File: config.mk
export PLATFORM = sky130hd
export DESIGN_NAME = circuit_label_swap_table_core
export DESIGN_NICKNAME = d
export VERILOG_FILES = /design/src/sv/cls_pkg.sv /design/src/sv/cls_cmp.sv /design/src/sv/cls_store.sv /design/src/sv/cls_ctrl.sv /design/src/sv/circuit_label_swap_table_core.sv
export SDC_FILE = /design/constraint.sdc
export NUM_CORES = 1
export LEC_CHECK = 0
export BUFFER_PORTS_ARGS = -buffer_cell sky130_fd_sc_hd__buf_2
export CAP_MARGIN = 20
export CORE_MARGIN = 1
export CORE_UTILIZATION = 65
export CTS_BUF_LIST = sky130_fd_sc_hd__clkbuf_4 sky130_fd_sc_hd__clkbuf_8 sky130_fd_sc_hd__clkbuf_16
export DETAILED_ROUTE_END_ITERATION = 8
export PLACE_DENSITY = 0.85
export SLEW_MARGIN = 20
export SYNTH_ARGS = -nofsm -noshare
export SYNTH_HDL_FRONTEND = slang
export SYNTH_SLANG_ARGS = --single-unit
File: constraint.sdc
create_clock -name clk -period 12.28 [get_ports clk]
set_input_delay 1.842 -clock clk [delete_from_list [all_inputs] [get_ports clk]]
set_output_delay 1.842 -clock clk [all_outputs]
set_load 0.03 [all_outputs]
File: src/sv/cls_pkg.sv
// Package with the types, codes and defaults of the label swap table.
package cls_pkg;

	localparam int TABLE_ENTRIES_DEF = 8;
	localparam int ID_W              = 16;

	// Input item kinds.
	localparam logic [1:0] KIND_INSERT  = 2'd0;
	localparam logic [1:0] KIND_ROUTE   = 2'd1;
	localparam logic [1:0] KIND_DESTROY = 2'd2;
	localparam logic [1:0] KIND_UNUSED  = 2'd3;

	// Result actions.
	localparam logic [2:0] ACT_NEXT            = 3'd0;
	localparam logic [2:0] ACT_PREV            = 3'd1;
	localparam logic [2:0] ACT_LOCAL           = 3'd2;
	localparam logic [2:0] ACT_INSERTED        = 3'd3;
	localparam logic [2:0] ACT_FULL            = 3'd4;
	localparam logic [2:0] ACT_DESTROY_FWD     = 3'd5;
	localparam logic [2:0] ACT_DESTROY_UNKNOWN = 3'd6;

	// One forwarding entry as stored in the table memory.
	typedef struct packed {
		logic [ID_W-1:0] prev_circ;
		logic [ID_W-1:0] prev_node;
		logic [ID_W-1:0] next_circ;
		logic [ID_W-1:0] next_node;
	} entry_t;

	// Flags produced by the shared compare unit for one scanned entry.
	typedef struct packed {
		logic prev_hit;
		logic node_ok;
		logic next_hit;
		logic free;
	} cmp_res_t;

endpackage

File: src/sv/cls_cmp.sv
// Shared compare unit: matches one scanned table entry against the item's keys.
module cls_cmp (
	input  cls_pkg::entry_t           entry,
	input  logic                      entry_valid,
	input  logic [cls_pkg::ID_W-1:0]  key_circ,
	input  logic [cls_pkg::ID_W-1:0]  key_src,
	output cls_pkg::cmp_res_t         res
);
	import cls_pkg::*;

	// Empty slots never match; they only count as free.
	always_comb begin
		res.prev_hit = entry_valid && (entry.prev_circ == key_circ);
		res.node_ok  = (entry.prev_node == key_src);
		res.next_hit = entry_valid && (entry.next_circ == key_circ);
		res.free     = !entry_valid;
	end

endmodule

File: src/sv/cls_store.sv
// Forwarding table storage: entry memory with a registered read port and valid flags.
module cls_store #(
	parameter int TABLE_ENTRIES = cls_pkg::TABLE_ENTRIES_DEF,
	localparam int IDX_W = (TABLE_ENTRIES > 1) ? $clog2(TABLE_ENTRIES) : 1
) (
	input  logic                  clk,
	input  logic                  arst_n,
	input  logic                  rd_en,
	input  logic [IDX_W-1:0]      rd_addr,
	output cls_pkg::entry_t       rd_data,
	input  logic [IDX_W-1:0]      chk_idx,
	output logic                  chk_valid,
	input  logic                  wr_en,
	input  logic                  clr_en,
	input  logic [IDX_W-1:0]      wr_addr,
	input  cls_pkg::entry_t       wr_data
);
	import cls_pkg::*;

	entry_t                   mem [TABLE_ENTRIES];
	entry_t                   rd_data_q;
	logic [TABLE_ENTRIES-1:0] valid_q;

	// Entry memory: one write and one registered read per cycle.
	always_ff @(posedge clk) begin
		if (wr_en) begin
			mem[wr_addr] <= wr_data;
		end
		if (rd_en) begin
			rd_data_q <= mem[rd_addr];
		end
	end

	// Valid flags are cleared at once by reset, so the memory needs no clearing pass.
	always_ff @(posedge clk or negedge arst_n) begin
		if (!arst_n) begin
			valid_q <= '0;
		end else if (wr_en) begin
			valid_q[wr_addr] <= 1'b1;
		end else if (clr_en) begin
			valid_q[wr_addr] <= 1'b0;
		end
	end

	assign rd_data   = rd_data_q;
	assign chk_valid = valid_q[chk_idx];

endmodule

File: src/sv/cls_ctrl.sv
// Sequencer: scans the table once per item of kinds 0 to 2, keeps the first hits and forms the result.
module cls_ctrl #(
	parameter int TABLE_ENTRIES = cls_pkg::TABLE_ENTRIES_DEF,
	localparam int IDX_W = (TABLE_ENTRIES > 1) ? $clog2(TABLE_ENTRIES) : 1
) (
	input  logic                      clk,
	input  logic                      arst_n,
	input  logic                      s_tvalid,
	output logic                      s_tready,
	input  logic [63:0]               s_tdata,
	input  logic [1:0]                s_tuser,
	output logic                      m_tvalid,
	input  logic                      m_tready,
	output logic [47:0]               m_tdata,
	output logic [2:0]                m_tuser,
	input  logic [cls_pkg::ID_W-1:0]  own_node_id,
	output logic                      rd_en,
	output logic [IDX_W-1:0]          rd_addr,
	input  cls_pkg::entry_t           rd_data,
	output logic [IDX_W-1:0]          chk_idx,
	input  cls_pkg::cmp_res_t         cmp_res,
	output logic [cls_pkg::ID_W-1:0]  key_circ,
	output logic [cls_pkg::ID_W-1:0]  key_src,
	output logic                      wr_en,
	output logic                      clr_en,
	output logic [IDX_W-1:0]          wr_addr,
	output cls_pkg::entry_t           wr_data
);
	import cls_pkg::*;

	typedef enum logic [1:0] {
		ST_IDLE,
		ST_SCAN,
		ST_DRAIN,
		ST_FINISH
	} state_t;

	state_t            state_q;
	logic [IDX_W-1:0]  cnt_q;
	logic              chk_q;
	logic [IDX_W-1:0]  chk_idx_q;

	// Item held for the whole scan.
	logic [1:0]        kind_q;
	logic [ID_W-1:0]   circ_q;
	logic [ID_W-1:0]   src_q;
	logic [ID_W-1:0]   ncirc_q;
	logic [ID_W-1:0]   nnode_q;

	// First hits found so far.
	logic              fwd_found_q;
	logic              fwd_node_ok_q;
	logic [IDX_W-1:0]  fwd_idx_q;
	logic [ID_W-1:0]   fwd_circ_q;
	logic [ID_W-1:0]   fwd_node_q;
	logic              rev_found_q;
	logic [ID_W-1:0]   rev_circ_q;
	logic [ID_W-1:0]   rev_node_q;
	logic              free_found_q;
	logic [IDX_W-1:0]  free_idx_q;

	// Output register.
	logic              m_tvalid_q;
	logic [2:0]        act_q;
	logic [ID_W-1:0]   oc_q;
	logic [ID_W-1:0]   od_q;
	logic [ID_W-1:0]   os_q;

	logic              in_xfer;
	logic              out_free;
	logic              finish;
	logic [2:0]        res_act;
	logic [ID_W-1:0]   res_c;
	logic [ID_W-1:0]   res_d;
	logic [ID_W-1:0]   res_s;

	assign s_tready = (state_q == ST_IDLE);
	assign in_xfer  = s_tvalid && s_tready;
	assign out_free = !m_tvalid_q || m_tready;
	assign finish   = (state_q == ST_FINISH) && out_free;

	// Memory read address follows the scan counter; the compare works on that slot in the next cycle.
	assign rd_en    = (state_q == ST_SCAN);
	assign rd_addr  = cnt_q;
	assign chk_idx  = chk_idx_q;
	assign key_circ = circ_q;
	assign key_src  = src_q;

	// Result selection from the hits gathered during the scan.
	always_comb begin
		res_act = ACT_LOCAL;
		res_c   = '0;
		res_d   = '0;
		res_s   = own_node_id;
		case (kind_q)
			KIND_INSERT: begin
				res_act = free_found_q ? ACT_INSERTED : ACT_FULL;
				res_s   = '0;
			end
			KIND_ROUTE: begin
				if (fwd_found_q && fwd_node_ok_q) begin
					res_act = ACT_NEXT;
					res_c   = fwd_circ_q;
					res_d   = fwd_node_q;
				end else if (rev_found_q) begin
					res_act = ACT_PREV;
					res_c   = rev_circ_q;
					res_d   = rev_node_q;
				end else begin
					res_act = ACT_LOCAL;
					res_c   = circ_q;
					res_d   = own_node_id;
				end
			end
			KIND_DESTROY: begin
				if (fwd_found_q) begin
					res_act = ACT_DESTROY_FWD;
					res_c   = fwd_circ_q;
					res_d   = fwd_node_q;
				end else begin
					res_act = ACT_DESTROY_UNKNOWN;
				end
			end
			default: begin
				res_act = ACT_LOCAL;
			end
		endcase
	end

	// Table update in the finishing cycle: insert fills the free slot, destroy frees the hit.
	assign wr_en   = finish && (kind_q == KIND_INSERT) && free_found_q;
	assign clr_en  = finish && (kind_q == KIND_DESTROY) && fwd_found_q;
	assign wr_addr = (kind_q == KIND_INSERT) ? free_idx_q : fwd_idx_q;
	assign wr_data = '{prev_circ: circ_q, prev_node: src_q,
		next_circ: ncirc_q, next_node: nnode_q};

	// State, scan bookkeeping and output register.
	always_ff @(posedge clk or negedge arst_n) begin
		if (!arst_n) begin
			state_q       <= ST_IDLE;
			cnt_q         <= '0;
			chk_q         <= 1'b0;
			chk_idx_q     <= '0;
			kind_q        <= KIND_INSERT;
			circ_q        <= '0;
			src_q         <= '0;
			ncirc_q       <= '0;
			nnode_q       <= '0;
			fwd_found_q   <= 1'b0;
			fwd_node_ok_q <= 1'b0;
			fwd_idx_q     <= '0;
			fwd_circ_q    <= '0;
			fwd_node_q    <= '0;
			rev_found_q   <= 1'b0;
			rev_circ_q    <= '0;
			rev_node_q    <= '0;
			free_found_q  <= 1'b0;
			free_idx_q    <= '0;
			m_tvalid_q    <= 1'b0;
			act_q         <= ACT_NEXT;
			oc_q          <= '0;
			od_q          <= '0;
			os_q          <= '0;
		end else begin
			chk_q     <= (state_q == ST_SCAN);
			chk_idx_q <= cnt_q;

			// The result leaves on a transfer unless a new one is loaded.
			if (m_tvalid_q && m_tready && !finish) begin
				m_tvalid_q <= 1'b0;
			end

			// Keep the lowest slot for each kind of hit.
			if (chk_q) begin
				if (cmp_res.prev_hit && !fwd_found_q) begin
					fwd_found_q   <= 1'b1;
					fwd_node_ok_q <= cmp_res.node_ok;
					fwd_idx_q     <= chk_idx_q;
					fwd_circ_q    <= rd_data.next_circ;
					fwd_node_q    <= rd_data.next_node;
				end
				if (cmp_res.next_hit && !rev_found_q) begin
					rev_found_q <= 1'b1;
					rev_circ_q  <= rd_data.prev_circ;
					rev_node_q  <= rd_data.prev_node;
				end
				if (cmp_res.free && !free_found_q) begin
					free_found_q <= 1'b1;
					free_idx_q   <= chk_idx_q;
				end
			end

			case (state_q)
				ST_IDLE: begin
					if (in_xfer) begin
						kind_q       <= s_tuser;
						circ_q       <= s_tdata[15:0];
						src_q        <= s_tdata[31:16];
						ncirc_q      <= s_tdata[47:32];
						nnode_q      <= s_tdata[63:48];
						fwd_found_q  <= 1'b0;
						rev_found_q  <= 1'b0;
						free_found_q <= 1'b0;
						cnt_q        <= '0;
						if (s_tuser != KIND_UNUSED) begin
							state_q <= ST_SCAN;
						end
					end
				end
				ST_SCAN: begin
					if (cnt_q == IDX_W'(TABLE_ENTRIES - 1)) begin
						state_q <= ST_DRAIN;
					end else begin
						cnt_q <= cnt_q + 1'b1;
					end
				end
				ST_DRAIN: begin
					state_q <= ST_FINISH;
				end
				ST_FINISH: begin
					if (out_free) begin
						m_tvalid_q <= 1'b1;
						act_q      <= res_act;
						oc_q       <= res_c;
						od_q       <= res_d;
						os_q       <= res_s;
						state_q    <= ST_IDLE;
					end
				end
				default: begin
					state_q <= ST_IDLE;
				end
			endcase
		end
	end

	assign m_tvalid = m_tvalid_q;
	assign m_tuser  = act_q;
	assign m_tdata  = {os_q, od_q, oc_q};

endmodule

File: src/sv/circuit_label_swap_table_core.sv
// Top level of the circuit label swap table: register port, sequencer, compare unit, store.
//
//  Channel   Direction  Signals                         Content
//  s_*       in         tvalid tready tdata tuser        one cell or table command
//  m_*       out        tvalid tready tdata tuser        one rewritten header and action
//  APB       in/out     psel penable pwrite paddr ...    own_node_id at byte address 0
//
// Each item of kinds 0 to 2 scans every table slot, one slot per cycle through a single
// compare unit fed from the table memory's read port; the input is not ready again
// until the result has been loaded into the output register. A kind 3 item is taken
// from the input without a scan and gives no result.
// A result waits in the output register; a stalled output holds the finishing step.
// Reset clears every slot's valid flag at once and own_node_id to zero.
module circuit_label_swap_table_core #(
	parameter int TABLE_ENTRIES = cls_pkg::TABLE_ENTRIES_DEF
) (
	input  logic        clk,
	input  logic        arst_n,
	// Input stream.
	input  logic        s_tvalid,
	output logic        s_tready,
	input  logic [63:0] s_tdata,   // circ_id, src_node, new_circ_id, new_node
	input  logic [1:0]  s_tuser,   // kind
	// Result stream.
	output logic        m_tvalid,
	input  logic        m_tready,
	output logic [47:0] m_tdata,   // out_circ_id, out_dest_node, out_src_node
	output logic [2:0]  m_tuser,   // action
	// Register port.
	input  logic        psel,
	input  logic        penable,
	input  logic        pwrite,
	input  logic [2:0]  paddr,
	input  logic [31:0] pwdata,
	output logic [31:0] prdata,
	output logic        pready
);
	import cls_pkg::*;

	localparam int IDX_W = (TABLE_ENTRIES > 1) ? $clog2(TABLE_ENTRIES) : 1;
	localparam logic REG_OWN_NODE = 1'b0;

	logic [ID_W-1:0]  own_node_q;
	logic             rd_en;
	logic [IDX_W-1:0] rd_addr;
	entry_t           rd_data;
	logic [IDX_W-1:0] chk_idx;
	logic             chk_valid;
	cmp_res_t         cmp_res;
	logic [ID_W-1:0]  key_circ;
	logic [ID_W-1:0]  key_src;
	logic             wr_en;
	logic             clr_en;
	logic [IDX_W-1:0] wr_addr;
	entry_t           wr_data;

	// Register port: one register, selected by the word address bit.
	assign pready = 1'b1;

	always_ff @(posedge clk or negedge arst_n) begin
		if (!arst_n) begin
			own_node_q <= '0;
		end else if (psel && penable && pwrite && pready && (paddr[2] == REG_OWN_NODE)) begin
			own_node_q <= pwdata[ID_W-1:0];
		end
	end

	assign prdata = (paddr[2] == REG_OWN_NODE) ? {{(32 - ID_W){1'b0}}, own_node_q} : '0;

	cls_ctrl #(
		.TABLE_ENTRIES (TABLE_ENTRIES)
	) u_ctrl (
		.clk         (clk),
		.arst_n      (arst_n),
		.s_tvalid    (s_tvalid),
		.s_tready    (s_tready),
		.s_tdata     (s_tdata),
		.s_tuser     (s_tuser),
		.m_tvalid    (m_tvalid),
		.m_tready    (m_tready),
		.m_tdata     (m_tdata),
		.m_tuser     (m_tuser),
		.own_node_id (own_node_q),
		.rd_en       (rd_en),
		.rd_addr     (rd_addr),
		.rd_data     (rd_data),
		.chk_idx     (chk_idx),
		.cmp_res     (cmp_res),
		.key_circ    (key_circ),
		.key_src     (key_src),
		.wr_en       (wr_en),
		.clr_en      (clr_en),
		.wr_addr     (wr_addr),
		.wr_data     (wr_data)
	);

	cls_cmp u_cmp (
		.entry       (rd_data),
		.entry_valid (chk_valid),
		.key_circ    (key_circ),
		.key_src     (key_src),
		.res         (cmp_res)
	);

	cls_store #(
		.TABLE_ENTRIES (TABLE_ENTRIES)
	) u_store (
		.clk       (clk),
		.arst_n    (arst_n),
		.rd_en     (rd_en),
		.rd_addr   (rd_addr),
		.rd_data   (rd_data),
		.chk_idx   (chk_idx),
		.chk_valid (chk_valid),
		.wr_en     (wr_en),
		.clr_en    (clr_en),
		.wr_addr   (wr_addr),
		.wr_data   (wr_data)
	);

endmodule

* Word-level counts from Yosys, hierarchy flattened
Memories as Yosys holds them, arrays and structs flattened. A register that Yosys moved wholly into a read port is not among the register bits.
Cells that the tools add are included.
** Word-level totals
- Bits in registers :: 225
- Latch bits :: 0
- RAM bits :: 512
- Bits in read-only memories :: 0
- Input bits :: 108
- Output and inout port bits :: 86
- Logic and storage cells :: 133
- Memories :: 1
** Cells by class
- $add $sub $neg :: 1
- Multipliers :: 0
- Div/mod/pow operators :: 0
- Order comparisons :: 3
- Equal/unequal tests :: 15
- Shift operators :: 0
- Muxes and demuxes :: 47
- Bitwise logic cells :: 4
- Reduce and logical (&&, ||, !) cells :: 36
** Memory list
- u_store.mem :: words 8, width 64, read ports 1, clocked after Yosys merged registers in 1, wr ports 1, RTL line cls_store.sv:20 : entry_t mem [TABLE_ENTRIES];
** Operators by type and width (count)
- 16-bit 2-to-1 mux :: 8
- 16-bit one-hot mux with 2 select lines :: 2
- 16-bit equality test :: 3
- 1-bit 2-to-1 mux :: 19
- 1-bit logical AND :: 18
- 8-bit 2-to-1 mux :: 2
- 3-bit 2-to-1 mux :: 5
- 2-bit 2-to-1 mux :: 6
- 2-bit AND reduction :: 5
- 3-bit one-hot mux with 3 select lines :: 1
- 8-bit bitwise AND :: 1
- 3-bit by 4-bit < comparator with 1-bit output (second input constant) :: 2
- 2-bit inequality test (second input constant) :: 4
- 8-bit NOT :: 1
- 8-bit OR :: 1
- 2-bit one-hot mux with 4 select lines :: 1
- 2-bit equality test (second input constant) :: 3
- 1-bit logical NOT :: 6
- 3-bit one-hot mux with 2 select lines :: 1
- 2-bit by 1-bit equality test with 1-bit output (second input constant) :: 2
- 2-bit logical NOT :: 2
- 2-bit by 1-bit inequality test with 1-bit output (second input constant) :: 2
- 4-bit AND reduction :: 1
- 2-bit nonzero test :: 2
- other kinds (8) :: 8

* Longest topological paths before layout
- Depth after elaboration :: 10
- Depth in mapped cells :: 8
- Depth with buffers taken out :: 6

* Modules after synthesis
A second synthesis with hierarchy kept.
** Second synthesis, totals
- Cell total of the unflattened synthesis :: 1658
- Area, all modules :: 31995.7 sq um
** By module, submodules not included
- cls_store :: instances 1, cells each 851, area each 21610.7 sq um, sequential area each 17496.8 sq um
- cls_ctrl :: instances 1, cells each 671, area each 8959.8 sq um, sequential area each 5029.8 sq um
- circuit_label_swap_table_core :: instances 1, cells each 70, area each 899.6 sq um, sequential area each 400.4 sq um
- cls_cmp :: instances 1, cells each 66, area each 525.5 sq um, sequential area each 0.0 sq um

* Worst setup path after synthesis
No wires, ideal clock.
- Path kind :: input to register
- Start :: input m_tready
- End :: memory u_store.mem[7][0] (netlist name), enable pin
- Setup time :: 0.487 ns
- Data arrival time :: 5.150 ns
- Data required time :: 11.793 ns
- Slack :: 6.643 ns
- Cell stages on the path :: 4
- Buffers on the path :: 0
- Path through :: nand2b_1 and2_1 nand4_1 nor2_1
** Between the ends
- Cells in the longest elaborated chain, start to end :: 6
** RTL lines
- from (decl) :: RTL line circuit_label_swap_table_core.sv:26 : input logic m_tready,
- 1-bit logical OR :: RTL line cls_ctrl.sv:79 : assign out_free = !m_tvalid_q || m_tready;
- 1-bit logical AND :: RTL line cls_ctrl.sv:80 : assign finish = (state_q == ST_FINISH) && out_free;
- 1-bit logical AND (2 in series) :: RTL line cls_ctrl.sv:131 : assign wr_en = finish && (kind_q == KIND_INSERT) && free_found_q;
- 1-bit 2-to-1 mux :: RTL line cls_store.sv:26 : if (wr_en) begin
- 1-bit 2-to-1 mux (implied by the code) :: RTL line cls_store.sv:27 : mem[wr_addr] <= wr_data;
- to (decl) :: RTL line cls_store.sv:20
No other way between the ends.

* Final worst setup path
- Start :: input m_tready
- End :: memory u_store.mem[6][53] (netlist name), enable pin
The elaborated chain is that of the path after synthesis.

==> run summary <==
Final setup violation count - 0
Area share of the leading cell type in the synthesized netlist - 55.5%
Power Dens Cells - 236 nW/um^2
Met2 demand-to-capacity share in global routing - 48.6%
Number of distinct library cells after synthesis - 51
Adder and majority gate portion of the synthesized area - 0.442%
Worst setup slack for register-to-register paths - 7.92 ns
Transition time at the pin with the least slew margin - 1.02 ns
Initial DRC Count - 1990
Number of maximum-capacitance violations - 0
Number of fillers in the final layout - 2419
Proportion of synthesized area in mux cells - 17.7%
Unrepaired setup endpoints after global routing - false
Depth of the most critical reg-to-reg path - 5
Terminus of the critical flop-to-flop path - u_store.mem[6][53]
Sort of element at the start of the critical path - input pin
Final Hold Viols - 0
Worst setup EP type - flop
Area taken by flip-flops and latches - 22900 sq um
Largest net degree at the start of global routing - 80
Final-report max-slew violation count - 0
Result of the run - completed
DRT Wirelength - 71.3 mm
Port buffer count - 158
Post-CTS Hold Buffers - 0
Area of the core region - 47000 sq um
Utilization after layout - 75.4%
Clock slew at the register clock pins of the worst setup and hold paths - 0.06 ns
ANT nets after route - 0
Req. time, crit path - 12.51 ns
Via density - 6.64
Post-cts resize count - 0
Initial core utilization - 66.4%
Row Count - 79
Worst-path maximum fanout - 41
Top cells by area, synth - sky130_fd_sc_hd__edfxtp_1 55%, sky130_fd_sc_hd__dfrtp_1 18%, sky130_fd_sc_hd__mux4_2 9.2%, sky130_fd_sc_hd__mux2_2 6.8%, sky130_fd_sc_hd__mux2_4 1.4%
Ranking of synthesized cells by instance count - 576 x sky130_fd_sc_hd__edfxtp_1, 225 x sky130_fd_sc_hd__dfrtp_1, 189 x sky130_fd_sc_hd__mux2_2, 128 x sky130_fd_sc_hd__mux4_2, 70 x sky130_fd_sc_hd__o21ai_0
Maximum clock insertion buffer count - 3
Fraction of synthesized cell area in xor and xnor cells - 1.04%
H-tree depth - 3
DRT Pass-1 Iters - 9
Overflow left after global routing - 0
Tightest slew margin relative to the limit - 31.9%
I/O pin count - 194
Total negative slack for setup checks - 0 ns
Diodes inserted - 0
Count of buffers added by post-CTS timing repair for setup - 0
Area of the die - 48800 sq um
TritonCTS clock tree - built
Clk sink count - 801
Crit share post-route - 36.9%
Vias after detailed routing - 16311
Critical path origin - m_tready
Async S/R FF share, synth - 28.1%
Met3 track demand over resource in global routing - 6.72%
Most common flop cell mapped by yosys - sky130_fd_sc_hd__edfxtp_1
Type of the worst min-delay path - flop to flop
#FFs+latches synth - 801
Die extent in x - 221 um
Highest-utilization routing layer at the global route stage - met2
IR drop worst, VDD - 0.000180 V
Met1 layer usage reported by global route - 39.3%
Number of synthesis warnings - 0
Arrival time of the worst setup path - 4.77 ns
Pleak - 0.0128 uW
Post-detailed-route wirelength per cell - 29.1 um
Post-synth EDFFs - 576
Startpoint of the worst register-to-register path - u_ctrl.kind_q[1]
Final critical-path required period - 4.54 ns
Inserted Clock Buffers - 77
Most numerous cell in the Yosys netlist - sky130_fd_sc_hd__edfxtp_1
CTS Root Cell - sky130_fd_sc_hd__clkbuf_16
Main combinational cell family by area after synthesis - multiplexers
RePlAce Congestion - 0.842
Max Fclk - 220 MHz
HPWL Detailed - 38.0 mm
CP Class - input pin to flop
Number of nets in the finished design - 1902
Layout overhead on the synthesized area - 13.6%
Insertion delay of the later-clocked pin in the worst-skew pair - 0.62 ns
Cell area after technology mapping - 31200 sq um
Overall routing resource usage - 30.0%
Basic-gate share of the synthesized area counting and, or, nand and nor cells - 2.62%
Count of mapped cells out of synthesis - 1598
Total DRC errors in the routed layout - 0
Share of layout cells above drive strength 1 - 37.3%
Cell type with the highest aggregate area in the netlist - sky130_fd_sc_hd__edfxtp_1
Seq/Total Area, Yosys - 73.5%
Die extent in y - 221 um
Critical path destination - u_store.mem[6][53]
Multi-input combinational cell area - 7870 sq um
Fraction of the mapped netlist area in compound gates - 2.92%
First-pass GRT wire length - 107 mm
Mean instance size in the synthesized netlist - 19.5 sq um
Initial antenna violation count - 1
Setup clock skew after layout - 0.0230 ns
Vias in the first global route - 17033
==> critical path, stage by stage <==
cell and delay [ns]:
sky130_fd_sc_hd__buf_2 0.07, sky130_fd_sc_hd__nand2b_1 0.21, sky130_fd_sc_hd__and2_1 0.30, sky130_fd_sc_hd__nand4_1 0.54, sky130_fd_sc_hd__nor2_4 0.96, sky130_fd_sc_hd__buf_4 0.73
==> worst min path at each step <==
stage	start	end	slack, ns	cells after the start
after floorplan	u_ctrl.rd_addr[0]	u_ctrl.chk_idx[0]	0.38	0
after global placement	u_ctrl.os_q[13]	u_ctrl.os_q[13]	0.46	2
after detailed placement	u_ctrl.os_q[7]	u_ctrl.os_q[7]	0.47	2
after CTS	u_ctrl.os_q[7]	u_ctrl.os_q[7]	0.48	2
after global routing	u_store.rd_data[6]	u_ctrl.fwd_node_q[6]	0.48	1
final	u_ctrl.os_q[13]	u_ctrl.os_q[13]	0.47	2
==> sequential cells by signal (all words and copies together) (netlist names), 16 cells and up, named ones only <==
register           cells
u_ctrl.key_src        16
own_node_q            16
u_ctrl.fwd_circ_q     16
u_ctrl.key_circ       16
u_ctrl.od_q           16
u_ctrl.ncirc_q        16
u_ctrl.rev_circ_q     16
u_ctrl.fwd_node_q     16
u_store.rd_data       64
u_ctrl.oc_q           16
u_ctrl.nnode_q        16
u_store.mem          512
u_ctrl.os_q           16
u_ctrl.rev_node_q     16
==> through the flow <==
stage	setup WS [ns]	instances	area (sq um)	power (uW)	hold WS, ns
after global routing	7.66	2455	35400	8640	0.482
after floorplan	6.64	1613	31200	5180	0.378
after CTS	7.77	2453	35300	8350	0.479
final	7.74	2455	35400	8350	0.474
after global placement	7.12	2308	32600	5720	0.459
after detailed placement	7.17	2309	32600	5810	0.465
==> cell type report <==
type | instances | share of cell area (%)
multi-input combinational | 705 | 22.2
sequential | 801 | 64.8
timing repair buffer | 184 | 2.99
inverter | 14 | 0.148
clock inverter | 40 | 1.37
tap | 607 | 2.14
clock buffer | 104 | 6.37
==> power by group <==
| part | leakage [uW] | total (uW) | switching (uW) | internal, uW |
|---|---|---|---|---|
| clock network | 0.00136 | 2520 | 1010 | 1510 |
| registers | 0.00813 | 4120 | 566 | 3560 |
| logic | 0.00333 | 1710 | 925 | 787 |
==> logic make-up (layout without fill, tap and decap cells) <==
group	after synthesis	in the layout
AOI/OAI and AO/OA	132	132
buffers and inverters	107	342
xor gates and xnor gates	37	37
muxes	352	352
other	2	17
adders and majority gates	11	11
DFF	801	801
and+or+nand+nor	156	156
==> cell usage in the layout, fill, tap and decap left out, types with 11 or more instances in the layout <==
master                      instances
sky130_fd_sc_hd__a222oi_1          33
sky130_fd_sc_hd__nand2b_1          17
sky130_fd_sc_hd__clkinv_2          12
sky130_fd_sc_hd__nand4_1           11
sky130_fd_sc_hd__mux2_2           189
sky130_fd_sc_hd__buf_4             22
sky130_fd_sc_hd__dfrtp_1          222
sky130_fd_sc_hd__nand2_1           58
sky130_fd_sc_hd__mux4_2           128
sky130_fd_sc_hd__nor2b_1           30
sky130_fd_sc_hd__buf_2            157
sky130_fd_sc_hd__o21ai_0           70
sky130_fd_sc_hd__conb_1            17
sky130_fd_sc_hd__mux2_4            30
sky130_fd_sc_hd__edfxtp_1         576
sky130_fd_sc_hd__xnor2_1           37
sky130_fd_sc_hd__clkbuf_4          14
sky130_fd_sc_hd__inv_1             13
sky130_fd_sc_hd__clkbuf_16         81
==> metal layers <==
metal / wire length (um) / vias up / share of wire, %
met4: 3140 / 2 / 4.4
met1: 26200 / 8437 / 37
li1: - / 6670 / -
met5: 11 / - / 0.015
met2: 35600 / 1006 / 50
met3: 6370 / 196 / 8.9
(Power assumes the default switching activity.)
